$ cat src/hdl/pbrd_pkg.sv
// ----------------------------------------------------------------------------
// pbrd_pkg - pulse beat rate detector shared definitions
// Widths, reset values, register indexes, controller states and the
// command/status bundles passed between controller and datapath.
// ----------------------------------------------------------------------------
package pbrd_pkg;

  localparam int TIME_WIDTH_DEF = 32;
  localparam int SAMPLE_W       = 10;
  localparam int RATE_W         = 16;
  localparam int CFG_DATA_W     = 16;
  localparam int CFG_INDEX_W    = 2;

  localparam logic [RATE_W-1:0]   MINUTE_MS         = 16'd60000;
  localparam logic [SAMPLE_W-1:0] THRESHOLD_RESET   = 10'd550;
  localparam logic [15:0]         REFRACTORY_RESET  = 16'd200;
  localparam logic [15:0]         RATE_LIMIT_RESET  = 16'd72;

  localparam int DIV_STEPS = RATE_W;
  localparam int DIV_CNT_W = $clog2(DIV_STEPS);

  localparam logic [CFG_INDEX_W-1:0] REG_BEAT_LEVEL    = 2'd0;
  localparam logic [CFG_INDEX_W-1:0] REG_REFRACTORY_MS = 2'd1;
  localparam logic [CFG_INDEX_W-1:0] REG_RATE_LIMIT    = 2'd2;

  localparam logic REQ_TICK   = 1'b0;
  localparam logic REQ_SAMPLE = 1'b1;

  typedef enum logic [2:0] {
    S_IDLE,
    S_ELAPSED,
    S_DECIDE,
    S_DIVIDE,
    S_DONE
  } state_t;

  typedef struct packed {
    logic tick;
    logic load_sample;
    logic calc_elapsed;
    logic decide;
    logic div_start;
    logic div_step;
    logic out_load;
  } cmd_t;

  typedef struct packed {
    logic hit;
    logic big;
    logic div_last;
    logic out_busy;
  } status_t;

endpackage

$ cat src/hdl/pulse_beat_rate_detector.sv
// ----------------------------------------------------------------------------
// pulse_beat_rate_detector - heartbeat detector with refractory window
// A tick word advances the millisecond counter. A sample word produces one
// result word; a new beat triggers the 16-step restoring divider for
// 60000 / elapsed time unless more than 60000 ms have passed. Ticks are
// accepted while a finished result still waits on the output register.
// ----------------------------------------------------------------------------
module pulse_beat_rate_detector #(
  parameter int TIME_WIDTH = pbrd_pkg::TIME_WIDTH_DEF
) (
  input  logic                             clk,
  input  logic                             rst,
  input  logic                             in_valid,
  output logic                             in_ready,
  input  logic                             req_type,
  input  logic [pbrd_pkg::SAMPLE_W-1:0]    sample,
  output logic                             out_valid,
  input  logic                             out_ready,
  output logic                             beat,
  output logic [pbrd_pkg::RATE_W-1:0]      rate,
  output logic                             high_rate,
  input  logic                             cfg_valid,
  output logic                             cfg_ready,
  input  logic [pbrd_pkg::CFG_INDEX_W-1:0] cfg_index,
  input  logic [pbrd_pkg::CFG_DATA_W-1:0]  cfg_data
);

  pbrd_pkg::cmd_t    cmd;
  pbrd_pkg::status_t stat;

  assign cfg_ready = 1'b1;

  pbrd_ctrl u_ctrl (
    .clk      (clk),
    .rst      (rst),
    .in_valid (in_valid),
    .req_type (req_type),
    .in_ready (in_ready),
    .stat     (stat),
    .cmd      (cmd)
  );

  pbrd_datapath #(
    .TIME_WIDTH (TIME_WIDTH)
  ) u_datapath (
    .clk       (clk),
    .rst       (rst),
    .cmd       (cmd),
    .stat      (stat),
    .sample    (sample),
    .cfg_valid (cfg_valid),
    .cfg_index (cfg_index),
    .cfg_data  (cfg_data),
    .out_ready (out_ready),
    .out_valid (out_valid),
    .beat      (beat),
    .rate      (rate),
    .high_rate (high_rate)
  );

endmodule

$ cat src/hdl/pbrd_ctrl.sv
// ----------------------------------------------------------------------------
// pbrd_ctrl - beat detector sequencer
// Accepts input words, steps the datapath through elapsed-time check,
// beat decision, rate division and result load.
// ----------------------------------------------------------------------------
module pbrd_ctrl (
  input  logic              clk,
  input  logic              rst,
  input  logic              in_valid,
  input  logic              req_type,
  output logic              in_ready,
  input  pbrd_pkg::status_t stat,
  output pbrd_pkg::cmd_t    cmd
);

  pbrd_pkg::state_t state, state_next;

  always_ff @(posedge clk) begin
    if (rst) begin
      state <= pbrd_pkg::S_IDLE;
    end else begin
      state <= state_next;
    end
  end

  always_comb begin
    state_next = state;
    cmd        = '0;
    in_ready   = 1'b0;
    case (state)
      pbrd_pkg::S_IDLE: begin
        in_ready = 1'b1;
        if (in_valid) begin
          if (req_type == pbrd_pkg::REQ_SAMPLE) begin
            cmd.load_sample = 1'b1;
            state_next      = pbrd_pkg::S_ELAPSED;
          end else begin
            cmd.tick = 1'b1;
          end
        end
      end
      pbrd_pkg::S_ELAPSED: begin
        cmd.calc_elapsed = 1'b1;
        state_next       = pbrd_pkg::S_DECIDE;
      end
      pbrd_pkg::S_DECIDE: begin
        cmd.decide = 1'b1;
        if (stat.hit && !stat.big) begin
          cmd.div_start = 1'b1;
          state_next    = pbrd_pkg::S_DIVIDE;
        end else begin
          state_next = pbrd_pkg::S_DONE;
        end
      end
      pbrd_pkg::S_DIVIDE: begin
        cmd.div_step = 1'b1;
        if (stat.div_last) begin
          state_next = pbrd_pkg::S_DONE;
        end
      end
      pbrd_pkg::S_DONE: begin
        if (!stat.out_busy) begin
          cmd.out_load = 1'b1;
          state_next   = pbrd_pkg::S_IDLE;
        end
      end
      default: begin
        state_next = pbrd_pkg::S_IDLE;
      end
    endcase
  end

endmodule

$ cat src/hdl/pbrd_datapath.sv
// ----------------------------------------------------------------------------
// pbrd_datapath - beat detector datapath
// Time counter, last beat time, config registers, elapsed-time compare,
// restoring rate divider and the output word register.
// ----------------------------------------------------------------------------
module pbrd_datapath #(
  parameter int TIME_WIDTH = pbrd_pkg::TIME_WIDTH_DEF
) (
  input  logic                               clk,
  input  logic                               rst,
  input  pbrd_pkg::cmd_t                     cmd,
  output pbrd_pkg::status_t                  stat,
  input  logic [pbrd_pkg::SAMPLE_W-1:0]      sample,
  input  logic                               cfg_valid,
  input  logic [pbrd_pkg::CFG_INDEX_W-1:0]   cfg_index,
  input  logic [pbrd_pkg::CFG_DATA_W-1:0]    cfg_data,
  input  logic                               out_ready,
  output logic                               out_valid,
  output logic                               beat,
  output logic [pbrd_pkg::RATE_W-1:0]        rate,
  output logic                               high_rate
);

  logic [pbrd_pkg::SAMPLE_W-1:0]  beat_level;
  logic [15:0]                    refractory_ms;
  logic [15:0]                    rate_limit;

  logic [TIME_WIDTH-1:0]          time_ms;
  logic [TIME_WIDTH-1:0]          last_beat_ms;
  logic [TIME_WIDTH-1:0]          elapsed;
  logic [pbrd_pkg::RATE_W-1:0]    rate_reg;
  logic [pbrd_pkg::SAMPLE_W-1:0]  sample_q;
  logic                           hit_q;

  logic [pbrd_pkg::RATE_W-1:0]    divisor;
  logic [pbrd_pkg::RATE_W-1:0]    quo;
  logic [pbrd_pkg::RATE_W-1:0]    rem;
  logic [pbrd_pkg::DIV_CNT_W-1:0] div_cnt;

  logic [pbrd_pkg::RATE_W:0]      shifted;
  logic [pbrd_pkg::RATE_W:0]      trial;
  logic                           q_bit;
  logic [pbrd_pkg::RATE_W-1:0]    quo_next;

  always_comb begin
    shifted  = {rem, quo[pbrd_pkg::RATE_W-1]};
    trial    = shifted - {1'b0, divisor};
    q_bit    = (shifted >= {1'b0, divisor});
    quo_next = {quo[pbrd_pkg::RATE_W-2:0], q_bit};
  end

  always_comb begin
    stat.hit      = (sample_q > beat_level) && (elapsed > TIME_WIDTH'(refractory_ms));
    stat.big      = (elapsed > TIME_WIDTH'(pbrd_pkg::MINUTE_MS));
    stat.div_last = (div_cnt == pbrd_pkg::DIV_CNT_W'(pbrd_pkg::DIV_STEPS - 1));
    stat.out_busy = out_valid && !out_ready;
  end

  always_ff @(posedge clk) begin
    if (rst) begin
      beat_level    <= pbrd_pkg::THRESHOLD_RESET;
      refractory_ms <= pbrd_pkg::REFRACTORY_RESET;
      rate_limit    <= pbrd_pkg::RATE_LIMIT_RESET;
    end else if (cfg_valid) begin
      case (cfg_index)
        pbrd_pkg::REG_BEAT_LEVEL:    beat_level    <= cfg_data[pbrd_pkg::SAMPLE_W-1:0];
        pbrd_pkg::REG_REFRACTORY_MS: refractory_ms <= cfg_data;
        pbrd_pkg::REG_RATE_LIMIT:    rate_limit    <= cfg_data;
        default: begin
        end
      endcase
    end
  end

  always_ff @(posedge clk) begin
    if (rst) begin
      time_ms      <= '0;
      last_beat_ms <= '0;
      rate_reg     <= '0;
      out_valid    <= 1'b0;
    end else begin
      if (cmd.tick) begin
        time_ms <= time_ms + TIME_WIDTH'(1);
      end
      if (cmd.decide && stat.hit) begin
        last_beat_ms <= time_ms;
        if (stat.big) begin
          rate_reg <= '0;
        end
      end
      if (cmd.div_step && stat.div_last) begin
        rate_reg <= quo_next;
      end
      if (cmd.out_load) begin
        out_valid <= 1'b1;
      end else if (out_ready) begin
        out_valid <= 1'b0;
      end
    end
  end

  always_ff @(posedge clk) begin
    if (cmd.load_sample) begin
      sample_q <= sample;
    end
    if (cmd.calc_elapsed) begin
      elapsed <= time_ms - last_beat_ms;
    end
    if (cmd.decide) begin
      hit_q <= stat.hit;
    end
    if (cmd.div_start) begin
      divisor <= elapsed[pbrd_pkg::RATE_W-1:0];
      quo     <= pbrd_pkg::MINUTE_MS;
      rem     <= '0;
      div_cnt <= '0;
    end else if (cmd.div_step) begin
      quo     <= quo_next;
      rem     <= q_bit ? trial[pbrd_pkg::RATE_W-1:0] : shifted[pbrd_pkg::RATE_W-1:0];
      div_cnt <= div_cnt + pbrd_pkg::DIV_CNT_W'(1);
    end
    if (cmd.out_load) begin
      beat      <= hit_q;
      rate      <= rate_reg;
      high_rate <= (rate_reg >= rate_limit);
    end
  end

  a_div_nonzero: assert property (@(posedge clk) disable iff (rst)
    cmd.div_step && stat.div_last |=> rate_reg != '0)
    else $error("divider produced zero rate");

  a_beat_time: assert property (@(posedge clk) disable iff (rst)
    cmd.decide && stat.hit |=> last_beat_ms == $past(time_ms))
    else $error("last beat time not captured");

  a_tick_adv: assert property (@(posedge clk) disable iff (rst)
    cmd.tick |=> time_ms == $past(time_ms) + TIME_WIDTH'(1))
    else $error("time counter did not advance");

  a_no_overwrite: assert property (@(posedge clk) disable iff (rst)
    !(cmd.out_load && stat.out_busy))
    else $error("output word overwritten while pending");

endmodule

$ cat config.mk
export PLATFORM = sky130hd
export DESIGN_NAME = pulse_beat_rate_detector
export DESIGN_NICKNAME = d
export VERILOG_FILES = /design/src/hdl/pbrd_pkg.sv /design/src/hdl/pulse_beat_rate_detector.sv /design/src/hdl/pbrd_ctrl.sv /design/src/hdl/pbrd_datapath.sv
export SDC_FILE = /design/constraint.sdc
export NUM_CORES = 1
export LEC_CHECK = 0
export ABC_AREA = 1
export BUFFER_PORTS_ARGS = -buffer_cell sky130_fd_sc_hd__buf_2
export CAP_MARGIN = 5
export CORE_ASPECT_RATIO = 1.25
export CORE_MARGIN = 1
export CORE_UTILIZATION = 30
export DETAILED_ROUTE_END_ITERATION = 12
export GPL_TIMING_DRIVEN = 1
export PLACE_DENSITY_LB_ADDON = 0.1
export SYNTH_ARGS = -nofsm -noshare
export SYNTH_HDL_FRONTEND = slang
export SYNTH_SLANG_ARGS = --single-unit
export TNS_END_PERCENT = 30
$ cat constraint.sdc
create_clock -name clk -period 3.49 [get_ports clk]
set_clock_uncertainty 0.15 [all_clocks]
set_input_delay 0.5235 -clock clk [delete_from_list [all_inputs] [get_ports clk]]
set_output_delay 0.5235 -clock clk [all_outputs]
set_load 0.05 [all_outputs]
Yosys cells after proc, flatten, opt, wreduce, memory -nomap -nowiden
Cells that the tools add are included.
{"block": "word_totals", "inputBits": 34, "regBits": 239, "word_cells": 78}
{"block": "op_classes", "addsub": 4, "reduce_logical": 17, "magnitude_cmp": 5, "eq_ne": 11, "muxes": 23}
{"operator": "$mux W16", "n": 4}
{"operator": "$add A32 B1 Y32 const B", "n": 1}
{"operator": "$gt A32 B16 Y1", "n": 1}
{"operator": "$gt A32 B16 Y1 const B", "n": 1}
{"operator": "$sub A32 B32 Y32", "n": 1}
{"operator": "$ge A17 B16 Y1", "n": 1}
{"operator": "$ge A16 B16 Y1", "n": 1}
{"operator": "$sub A16 B16 Y16", "n": 1}
{"operator": "$mux W3", "n": 5}
{"operator": "$pmux W3 S5", "n": 1}
{"operator": "$gt A10 B10 Y1", "n": 1}
{"operator": "$mux W1", "n": 10}
{"operator": "$reduce_and A2 Y1", "n": 4}
{"operator": "$eq A3 B2 Y1 const B", "n": 2}
{"operator": "$mux W2", "n": 3}
{"operator": "$ne A2 B2 Y1 const B", "n": 3}
{"operator": "$reduce_bool A2 Y1", "n": 3}
{"operator": "$logic_and A1 B1 Y1", "n": 5}
{"operator": "$add A4 B1 Y4 const B", "n": 1}
{"operator": "$eq A4 B4 Y1 const B", "n": 1}
{"operator": "$reduce_and A4 Y1", "n": 1}
{"operator": "$eq A3 B1 Y1 const B", "n": 1}
{"operator": "$eq A3 B3 Y1 const B", "n": 1}
{"operator": "$logic_not A3 Y1", "n": 1}
{"operator": "other kinds (5)", "n": 6}

Longest topological paths before layout
Gate-level depths: netlist of the first run.
{"block": "logic_depth", "word_depth": 8, "depth_mapped": 17, "ltp_nobuf": 16}

Modules after synthesis
Synthesis of the first run repeated with hierarchy kept, for this count alone.
{"block": "hier_totals", "hier_cells": 1610, "hier_area_um2": 12744.7}
{"module": "pbrd_datapath", "instances": 1, "seq_area_each_um2": 5495.3, "cells_per_inst": 1564, "area_each_um2": 12497.0}
{"module": "pbrd_ctrl", "instances": 1, "seq_area_each_um2": 60.1, "cells_per_inst": 44, "area_each_um2": 236.5}
{"module": "pulse_beat_rate_detector", "instances": 1, "seq_area_each_um2": 0.0, "cells_per_inst": 2, "area_each_um2": 11.3}

Worst setup path after synthesis of the first run
OpenSTA, ideal clock, no wires.
{"block": "synth_timing", "path_type": "register to register", "from": "register u_ctrl.state[0]", "to": "register u_datapath.elapsed[0], enable pin", "path_stages_with_launch": 3, "setup_slack_ns": 0.172, "setup_time_ns": 0.464, "arrival_ns": 2.704, "path_cell_list": "dfxtp_1 inv_1 nor3_1"}
{"block": "synth_between", "elab_chain_cells": 2}
{"item": "start, declared", "line_no": "pbrd_ctrl.sv:16", "text": "pbrd_pkg::state_t state, state_next;"}
{"item": "start signal, assigned", "line_no": "pbrd_ctrl.sv:20", "text": "state <= pbrd_pkg::S_IDLE;"}
{"item": "start signal, assigned", "line_no": "pbrd_ctrl.sv:22", "text": "state <= state_next;"}
{"item": "$eq A3 B1 Y1", "line_no": "pbrd_ctrl.sv:30", "text": "case (state)"}
{"item": "$mux W1", "line_no": "pbrd_ctrl.sv:30"}
{"item": "end signal, assigned", "line_no": "pbrd_datapath.sv:107", "text": "elapsed <= time_ms - last_beat_ms;"}
{"item": "end, declared", "line_no": "pbrd_datapath.sv:30", "text": "logic [TIME_WIDTH-1:0] elapsed;"}
No other way between the ends.
A chain may end at the register's enable or synchronous reset.

Final worst setup path of the first run
{"block": "layout_timing", "from": "register u_datapath.time_ms[0]", "to": "register u_datapath.elapsed[20], data pin"}
{"block": "layout_between", "elab_chain_cells": 1}
{"item": "start, declared", "line_no": "pbrd_datapath.sv:28", "text": "logic [TIME_WIDTH-1:0] time_ms;"}
{"item": "start signal, assigned", "line_no": "pbrd_datapath.sv:83", "text": "time_ms <= time_ms + TIME_WIDTH'(1);"}
{"item": "$sub A32 B32 Y32", "line_no": "pbrd_datapath.sv:107"}
No other way between the ends.

==> run metrics, run 1 <==
status finished clean; commonest non-fill, non-tap cell in the layout nand2_1; Post-Synth XOR/XNOR Area 0.0351; Global Route met1 Usage 0.191; Initial Utilization 0.304; Resize count post-CTS 0; Die ar. 0.0433 mm²; Synth Area in Adders 0.0925; Worst Tran Pin Value 0.801 ns; Horiz. Die Dim 186 µm; unrepaired setup endpoints after global routing no; Pleak 6.38 nW; ANT nets after route 0; vias in the first global route 10,200; first-pass GRT wire length 56,700 µm; Worst-Skew Late Latency 0.56 ns; Synth Area in Compound Gates 0.149; Final #Nets 1,830; critical path startpoint category register; met2 GRT Util 0.318; Pre-antenna DRT Iters 4; Setup-failing EPs final 0; Finished Layout Cells 2,284; row count 84; combinational power share 0.228; die height 232 µm; #FFs+latches synth 239; most crowded layer after global routing met2; Setup Crit Path Kind register to register; total track usage 0.167; pin count of the biggest net entering global routing 65; syn avg cell area 7.85 µm²; EDFF count, synth 77; Post-synth ARST share 0; distinct cell type count after synthesis 47; Core Region 0.0419 mm²; crit path max fanout 6; DRC 0; initial antenna violation count 0; Post-Synth Simple-Gate Area 0.200; register share of total power 0.418; wire per inst 15.8 µm; Sw Share 0.316; Cells after Synth 1,623; required time worst endpoint 3.63 ns; Final HPWL DP 27,700 µm; via count 10,600; Fmax 362 MHz; n_diodes 0; power per cell area 552 mW/mm²; proportion of layout cells with a drive suffix above 1 0.0962; PortBufs 53; net switching power 0.00259 W; Iteration-0 DRC Markers 525; GRT overflow 0; vias per cell 4.66; Reg clk slew, reported paths 0.06 ns; Post-Route WL 36,100 µm; CP Capture Type register; Pint 0.00559 W; TNS Setup 0 ns; Num Clock Sinks 239; placed cell count 2,222; clock group share of total power 0.355; synth warn 0; fin crit period 2.76 ns; max-slew headroom at the worst pin 0.465; routability cong. 0.868; period utilization 0.792; sequential area share after synthesis 0.436; num ports 55; met3 usage 0.0192; data arrival time of the worst path 2.91 ns; largest family of logic cells by synthesized area simple AND/OR/NAND/NOR gates; max-cap violation count 0; Hold Vio Cnt, Final 0; VDD IR max 0.353 mV; CTS tree done; CTS root buf clkbuf_16; overall power consumption 0.00818 W; Cell Area, Synth 0.0127 mm²; CTS Buf Count 28; mux cell area share after synthesis 0; CTS H-tree lvls 1; highest-count cells in the layout ignoring fill and taps nand2_1 (323), inv_1 (237), a21oi_1 (185); Area Overhead vs Synth 16.2%; commonest register cell after synthesis dfxtp_1; hold crit path type primary input to register; Slew Limit Fails 0; syn_nets 1,750; worst-case clock buffer depth 3
## cell usage after synthesis (5+ instances only)
cell type	instances	area [µm²]
buf_2	11	55.1
nor4_1	5	31.3
xor2_1	31	272
dfxtp_1	162	3240
o21ai_0	120	601
nand4_1	22	138
a21oi_1	185	926
nor3_1	25	125
nor2_2	8	50.1
a31oi_1	6	37.5
xnor2_1	20	175
nor2_1	129	484
nand2_2	6	37.5
nand3_1	58	290
o211ai_1	12	90.1
o21bai_1	6	45.0
o21ai_1	7	35.0
edfxtp_1	77	2310
a21o_1	5	37.5
ha_1	91	1140
clkbuf_1	27	101
inv_1	238	893
or2_2	5	31.3
nand2_1	323	1210
o21a_1	5	37.5
## cell families (layout without fill, tap and decap cells)
group | after synthesis | after routing
buffers and inverters | 285 | 387
and+or+nand+nor | 596 | 596
adders and majority gates | 93 | 93
xor gates and xnor gates | 51 | 51
AOI/OAI and AO/OA | 358 | 358
DFF | 239 | 239
other | 1 | 1
## per-layer routing
metal  vias to the layer above  routed length, µm
met4                         0                909
met1                      4922              15100
met3                        50               1070
li1                       5520                  -
met5                         -                  0
met2                       154              19000
## worst paths after layout
kind,end,startpoint,depth (start not counted),slack [ns]
worst max-delay path,u_datapath.elapsed[20]$_DFFE_PP_,u_datapath.time_ms[0]$_SDFFE_PP0P_,10,0.73
worst min register to register,u_datapath.beat$_DFFE_PP_,u_datapath.hit_q$_DFFE_PN_,0,0.28
worst min-delay path,u_datapath.rate_limit[3]$_SDFFE_PP1P_,cfg_data[3],3,0.09
worst max register to register,u_datapath.elapsed[20]$_DFFE_PP_,u_datapath.time_ms[0]$_SDFFE_PP0P_,10,0.73
## critical path, cell delays in order, from the launching register on
cell and delay (ns):
dfxtp_1 0.33, inv_1 0.10, ha_1 0.22, fa_1 0.42, o21ai_1 0.29, a21oi_1 0.21
o21ai_0 0.36, nand2_1 0.09, nand2_1 0.10, a21oi_1 0.08, xnor2_1 0.15
## timing repair
action / CTS / global route
setup endpoints to repair: 0 / 0
hold buffers: 10 / 0
buffers inserted: 0 / 0
endpoints found under the hold margin: 10 / 0
## through the flow
stage | setup slack, ns | util | hold WS (ns) | area, µm²
global placement | 0.670 | 0.329 | 0.257 | 13800
floorplan | 0.172 | - | 0.250 | 12700
global route | 0.469 | 0.353 | 0.0953 | 14800
CTS | 0.673 | 0.353 | 0.0658 | 14800
detailed placement | 0.672 | 0.329 | 0.266 | 13800
finish | 0.727 | 0.353 | 0.0934 | 14800
## power by group through the flow
stage / Clock [W] / Sequential, W / Combinational, W
after floorplan: 0 / 0.00342 / 0.00140
after global placement: 0 / 0.00348 / 0.00187
after detailed placement: 0 / 0.00348 / 0.00188
after CTS: 0.00301 / 0.00342 / 0.00189
after global routing: 0.00311 / 0.00345 / 0.00213
final: 0.00290 / 0.00342 / 0.00186
## area by class of cell
| cell class | count | area (µm²) |
|---|---|---|
| clock buffer | 40 | 842 |
| clock inverter | 12 | 82.6 |
| fill | 4462 | 27100 |
| inverter | 243 | 912 |
| multi-input combinational | 1099 | 6110 |
| sequential | 239 | 5560 |
| tap | 559 | 699 |
| timing repair buffer | 92 | 608 |
No activity file was read; power rests on OpenSTA's default activity.
==> run 2, diff against run 1 <==
Settings changed: ABC_AREA 1 to 0.
Clock period 3.49 ns to 2.3 ns, I/O delays scaled along.
==> run 2 against run 1 <==
The flow now finishes with violations (setup timing). First-iteration DRC count fell by 25%. Register-to-register slack got worse by 1.2 ns. Utilization rose by 6.0 points. Sequential power increased by 34%. Final area increased by 12%. Count of clock-buffer cells in the layout down 8. Critical path depth up 3.
==> run metrics, run 2 <==
status finished with violations; violations in the final reports setup timing; wire per inst 14.7 µm; EDFF count, synth 77; count leader, synth nand2_1; crit-path leading delay family compound AO/OA/AOI/OAI gates; Final WS setup -0.474 ns; WHS Endpoint u_datapath.rate_limit[15]$_SDFFE_PP0P_; slowest CP cell a2111oi_4; placement-stage cell area 0.0147 mm²; n_diodes 0; Pre-antenna DRT Iters 4; Horiz. Die Dim 182 µm; proportion of layout cells with a drive suffix above 1 0.282; CTS tree done; Final HPWL DP 22,800 µm; CP Capture Type register; VDD IR max 0.542 mV; Die ar. 0.0413 mm²; syn_nets 1,419; commonest register cell after synthesis dfxtp_1; CTS Buf Count 28; overall power consumption 0.0110 W; Iteration-0 DRC Markers 395; CTS root buf clkbuf_16; Final #Nets 1,723; Area Overhead vs Synth 36.3%; Post-synth ARST share 0; fin area 0.0165 mm²; Cell Area, Synth 0.0121 mm²; critical path's largest stage delay 0.39 ns; commonest non-fill, non-tap cell in the layout buf_4; Hold Vio Cnt, Final 0; row count 82; Post-Route WL 31,100 µm; CP most frequent cell a21o_1; crit path max fanout 6; pin count of the biggest net entering global routing 43; Cells after Synth 1,292; routability cong. 0.786; Slew Limit Fails 0; num ports 55; critical path startpoint category register; max-cap violation count 0; R2R Setup Slk -0.47 ns; sequential area share after synthesis 0.458; via count 9,697; syn avg cell area 9.40 µm²; data arrival time of the worst path 3.15 ns; #FFs+latches synth 239; Pleak 7.26 nW; period utilization 1.21; Worst-Skew Late Latency 0.58 ns; Setup Crit Path Kind register to register; Finished Layout Cells 2,122; Num Clock Sinks 239; initial antenna violation count 0; R2R Path End u_datapath.quo[8]$_SDFFE_PP0P_; Setup-failing EPs final 122; TNS Setup -43.09 ns; hold crit path type primary input to register; worst hold path cell count 5; distinct cell type count after synthesis 71; synth warn 0; placed cell count 2,029; vias in the first global route 9,678; top cells by count, synth nand2_1 (167), dfxtp_1 (162), nor2_1 (133), a21oi_1 (110), inv_1 (108); required time worst endpoint 2.68 ns; power per cell area 667 mW/mm²; post-synth top area cell dfxtp_1; Core Region 0.0400 mm²; Worst Tran Pin Value 0.640 ns; die height 227 µm; RR Startpoint u_datapath.refractory_ms[5]$_SDFFE_PP0P_; Buf/Inv on CP 4; Initial Utilization 0.303; worst-case clock buffer depth 3; Worst Min Path Start cfg_index[0]; unrepaired setup endpoints after global routing yes; ANT nets after route 0; Worst Hold Slack 0.140 ns; total track usage 0.149; Fmax 360 MHz; top post-synthesis cells by area dfxtp_1 (27%), edfxtp_1 (19%), ha_1 (9.4%), nand2_1 (5.2%), a21oi_1 (4.5%); CP Cell Sequence inv_1 -> ha_4 -> a21o_1 -> a21o_1 -> a2111oi_4 -> o2111ai_2 -> o211ai_2 -> nand2b_4 -> or2_4 -> inv_8 -> buf_12 -> clkbuf_16 -> a21oi_2; highest-count cells in the layout ignoring fill and taps buf_4 (223), nand2_1 (165), dfxtp_1 (151); CTS H-tree lvls 1; Reg clk slew, reported paths 0.07 ns; first-pass GRT wire length 49,400 µm; PortBufs 53; r2r worst-path depth 13; max-slew headroom at the worst pin 0.572; Synth top area share 0.267; GRT overflow 0; vias per cell 4.57; DRC 0; fin crit period 2.77 ns
[run 2: cell types whose count changed in the layout (fill, tap and decap cells not counted), moves of 46 or more]
cell / previous run / this run
a21oi_1: 185 / 84
mux2i_1: 0 / 46
nand2_1: 323 / 165
o21ai_0: 120 / 6
inv_1: 237 / 103
buf_4: 27 / 223
[run 2: worst max-delay path by stage]
stage	from	end	slack, ns	cells past startpoint
CTS	u_datapath.elapsed[5]$_DFFE_PP_	u_datapath.div_cnt[1]$_SDFFE_PP0P_	-0.53	12
global placement	u_datapath.sample_q[3]$_DFFE_PP_	u_datapath.rem[9]$_SDFFE_PP0P_	-0.59	12
global route	u_datapath.elapsed[5]$_DFFE_PP_	u_datapath.div_cnt[1]$_SDFFE_PP0P_	-0.60	12
finish	u_datapath.refractory_ms[5]$_SDFFE_PP0P_	u_datapath.quo[8]$_SDFFE_PP0P_	-0.47	13
floorplan	u_datapath.elapsed[5]$_DFFE_PP_	u_datapath.divisor[0]$_DFFE_PP_	-0.44	12
detailed placement	u_datapath.sample_q[4]$_DFFE_PP_	u_datapath.rem[6]$_SDFFE_PP0P_	-0.63	12
[run 2: metal layers]
layer / vias up / track usage / wire (µm)
met5: - / 0 / 0
met4: 0 / 0.0445 / 647
met3: 41 / 0.0202 / 775
met2: 91 / 0.278 / 16000
met1: 4478 / 0.177 / 13700
li1: 5087 / - / -
[run 2: through the flow]
stage | util | setup slack, ns
after detailed placement | 0.367 | -0.626
after global routing | 0.414 | -0.596
final | 0.414 | -0.474
after floorplan | - | -0.442
after CTS | 0.405 | -0.530
after global placement | 0.367 | -0.586
[run 2: power by group]
| group | internal (W) | switching [W] | total [W] | leakage [nW] |
|---|---|---|---|---|
| Clock | 0.00296 | 0.00192 | 0.00487 | 0.493 |
| Sequential | 0.00448 | 0.0000830 | 0.00457 | 2.03 |
| Combinational | 0.000828 | 0.000774 | 0.00160 | 4.73 |
| Total | 0.00827 | 0.00278 | 0.0110 | 7.26 |
[run 2: final cells by class]
cell class                 instances  area [µm²]
tap                              504         631
clock inverter                    20         269
multi-input combinational        899        6370
sequential                       239        5570
timing repair inverter             2        15.0
timing repair buffer             317        2520
fill                            4008       23500
clock buffer                      32         758
inverter                         109         419
[run 2: repair_timing]
action	in CTS	in global routing
endpoints found under the hold margin	71	0
gates cloned	3	5
gates resized for setup	43	51
setup buffers	4	3
setup endpoints to repair	138	138
hold buffers	28	0
pin swaps	15	25
[run 2: logic make-up after synthesis]
logic type                 count (synthesis)  synth area share
xor gates and xnor gates                  70            0.0505
muxes                                     48            0.0398
DFF                                      239             0.458
AOI/OAI and AO/OA                        252             0.139
adders and majority gates                 93            0.0971
and+or+nand+nor                          434             0.163
buffers and inverters                    155            0.0519
other                                      1          0.000309
[run 2: tightest hold or removal path: stages]
cell     delay (ns)
buf_2          0.12
nor2_1         0.05
buf_4          0.18
nand2_1        0.08
a21oi_1        0.05
==> run 3, diff against run 2 <==
Settings changed: BUFFER_PORTS_ARGS -buffer_cell sky130_fd_sc_hd__buf_2 to not set, CORE_ASPECT_RATIO 1.25 to 1.75, DONT_BUFFER_PORTS set to 1.
==> run 3 against run 2 <==
The flow finishes with violations (hold timing, setup timing). Power down 5.7%. First-iteration DRC count fell by 11%. Via count grew 1.5%. Fmax decreased by 1.6%. Final cell count down 1.1%. Clock power is 12% lower. Critical path type unchanged. Critical endpoint is now u_datapath.rem[14]$_SDFFE_PP0P_. Largest cell class unchanged.
==> run metrics, run 3 (synthesized netlist as in run 2, its figures left out) <==
status finished with violations; violations in the final reports hold timing, setup timing; Buf/Inv on CP 3; highest-count cells in the layout ignoring fill and taps buf_4 (221), nand2_1 (164), dfxtp_1 (148); Final #Nets 1,710; routability cong. 0.810; Post-Route WL 33,800 µm; CTS tree done; die height 268 µm; Fmax 355 MHz; Pint 0.00780 W; vias per cell 4.69; Slew Limit Fails 0; crit path max fanout 8; fill count 3,959; placed cell count 1,968; initial antenna violation count 0; unrepaired setup endpoints after global routing yes; proportion of layout cells with a drive suffix above 1 0.249; power per cell area 627 mW/mm²; CP Capture Type register; total track usage 0.165; Pleak 7.24 nW; Hold Vio Cnt, Final 64; wire per inst 16.1 µm; Num Clock Sinks 239; PortBufs 0; n_diodes 0; Worst Hold Slack -0.250 ns; Die ar. 0.0413 mm²; pin count of the biggest net entering global routing 113; net switching power 0.00261 W; Iteration-0 DRC Markers 353; ANT nets after route 0; commonest non-fill, non-tap cell in the layout buf_4; Sw Share 0.251; Setup Crit Path Kind register to register; period utilization 1.23; max-slew headroom at the worst pin 0.558; data arrival time of the worst path 3.15 ns; critical path startpoint category register; Horiz. Die Dim 154 µm; vias in the first global route 10,200; crit-path leading delay family compound AO/OA/AOI/OAI gates; CP most frequent cell a21o_1; Area Overhead vs Synth 36.8%; hold crit path type primary input to register; Finished Layout Cells 2,099; max-cap violation count 0; critical path's largest stage delay 0.44 ns; Setup-failing EPs final 123; CTS root buf clkbuf_16; GRT overflow 0; worst-case clock buffer depth 3; DRC 0; CTS Buf Count 27; slowest CP cell edfxtp_1; num ports 55; Multi-input gate area 0.00637 mm²; required time worst endpoint 2.64 ns; VDD IR max 0.462 mV; cts-stage hold buffer count 67; Storage cell area 0.00557 mm²; Core Region 0.0399 mm²; Initial Utilization 0.304; Pre-antenna DRT Iters 4; combinational power share 0.150; Worst Tran Pin Value 0.661 ns; Final Util 0.416; Reg clk slew, reported paths 0.06 ns; row count 97; register share of total power 0.441; Final WS setup -0.519 ns; clock group share of total power 0.410; Final HPWL DP 24,800 µm; CP Cell Sequence ha_4 -> a21o_1 -> a21o_1 -> a2111oi_4 -> o2111ai_2 -> o211ai_2 -> nand2b_4 -> or2_4 -> inv_8 -> buf_8 -> clkbuf_16 -> a211oi_2; via count 9,838; fin crit period 2.82 ns; Place WS -0.729 ns; Worst-Skew Late Latency 0.56 ns; first-pass GRT wire length 52,700 µm; CTS H-tree lvls 1; overall power consumption 0.0104 W
## run 3: changes by cell type in the layout (fill, tap and decap cells not counted), sizes merged
cell,delta
clkinvlp,-3
bufinv,-5
buf,-46
dlygate4sd3,+39
clkinv,-5
clkbuf,+11
inv,-4
a31o,-1
## run 3: final cells by class
| class | count | share of cell area |
|---|---|---|
| clock buffers | 45 | 0.0503 |
| clock inverters | 5 | 0.00256 |
| inverters | 109 | 0.0252 |
| multi-input cells | 898 | 0.384 |
| flip-flops and latches | 239 | 0.336 |
| well taps | 495 | 0.0373 |
| repair buffers | 308 | 0.165 |
## run 3: power groups by stage
stage	registers [W]	logic, W	clock network (W)
2_1_floorplan	0.00465	0.000878	0
3_3_place_gp	0.00468	0.00141	0
3_5_place_dp	0.00468	0.00142	0
4_1_cts	0.00459	0.00156	0.00442
5_1_grt	0.00460	0.00173	0.00457
6_report	0.00459	0.00156	0.00427
## run 3: path summary, 6_finish.rpt
kind | endpoint | slack [ns] | depth (start not counted) | startpoint
setup reg to reg | u_datapath.rem[14]$_SDFFE_PP0P_ | -0.52 | 12 | u_datapath.elapsed[5]$_DFFE_PP_
setup / recovery | u_datapath.rem[14]$_SDFFE_PP0P_ | -0.52 | 12 | u_datapath.elapsed[5]$_DFFE_PP_
hold reg to reg | u_datapath.rate_reg[13]$_SDFFE_PP0P_ | 0.31 | 2 | u_datapath.quo[12]$_SDFFE_PP0P_
hold / removal | u_ctrl.state[0]$_SDFFE_PP0P_ | -0.25 | 1 | rst
## run 3: routing by layer
| layer | global-route usage | wire [µm] | share of wire | vias up |
|---|---|---|---|---|
| met4 | 0.0824 | 1600 | 0.047 | 0 |
| li1 | - | - | - | 5054 |
| met5 | 0 | 0 | 0 | - |
| met3 | 0.0185 | 734 | 0.022 | 66 |
| met2 | 0.350 | 19900 | 0.59 | 103 |
| met1 | 0.150 | 11600 | 0.34 | 4615 |
## run 3: stage by stage
stage	area [µm²]	setup TNS, ns
floorplan	12200	-35.68
global placement	14400	-66.58
detailed placement	14400	-71.26
CTS	16400	-50.31
global route	16600	-59.46
finish	16600	-48.46
## run 3: repair_timing
item                                   CTS  global route
setup endpoints to repair              136           138
gates cloned                             5             3
resized for setup                       72            33
setup buffers                            5             1
endpoints found under the hold margin  136            71
pin swaps                               36            21
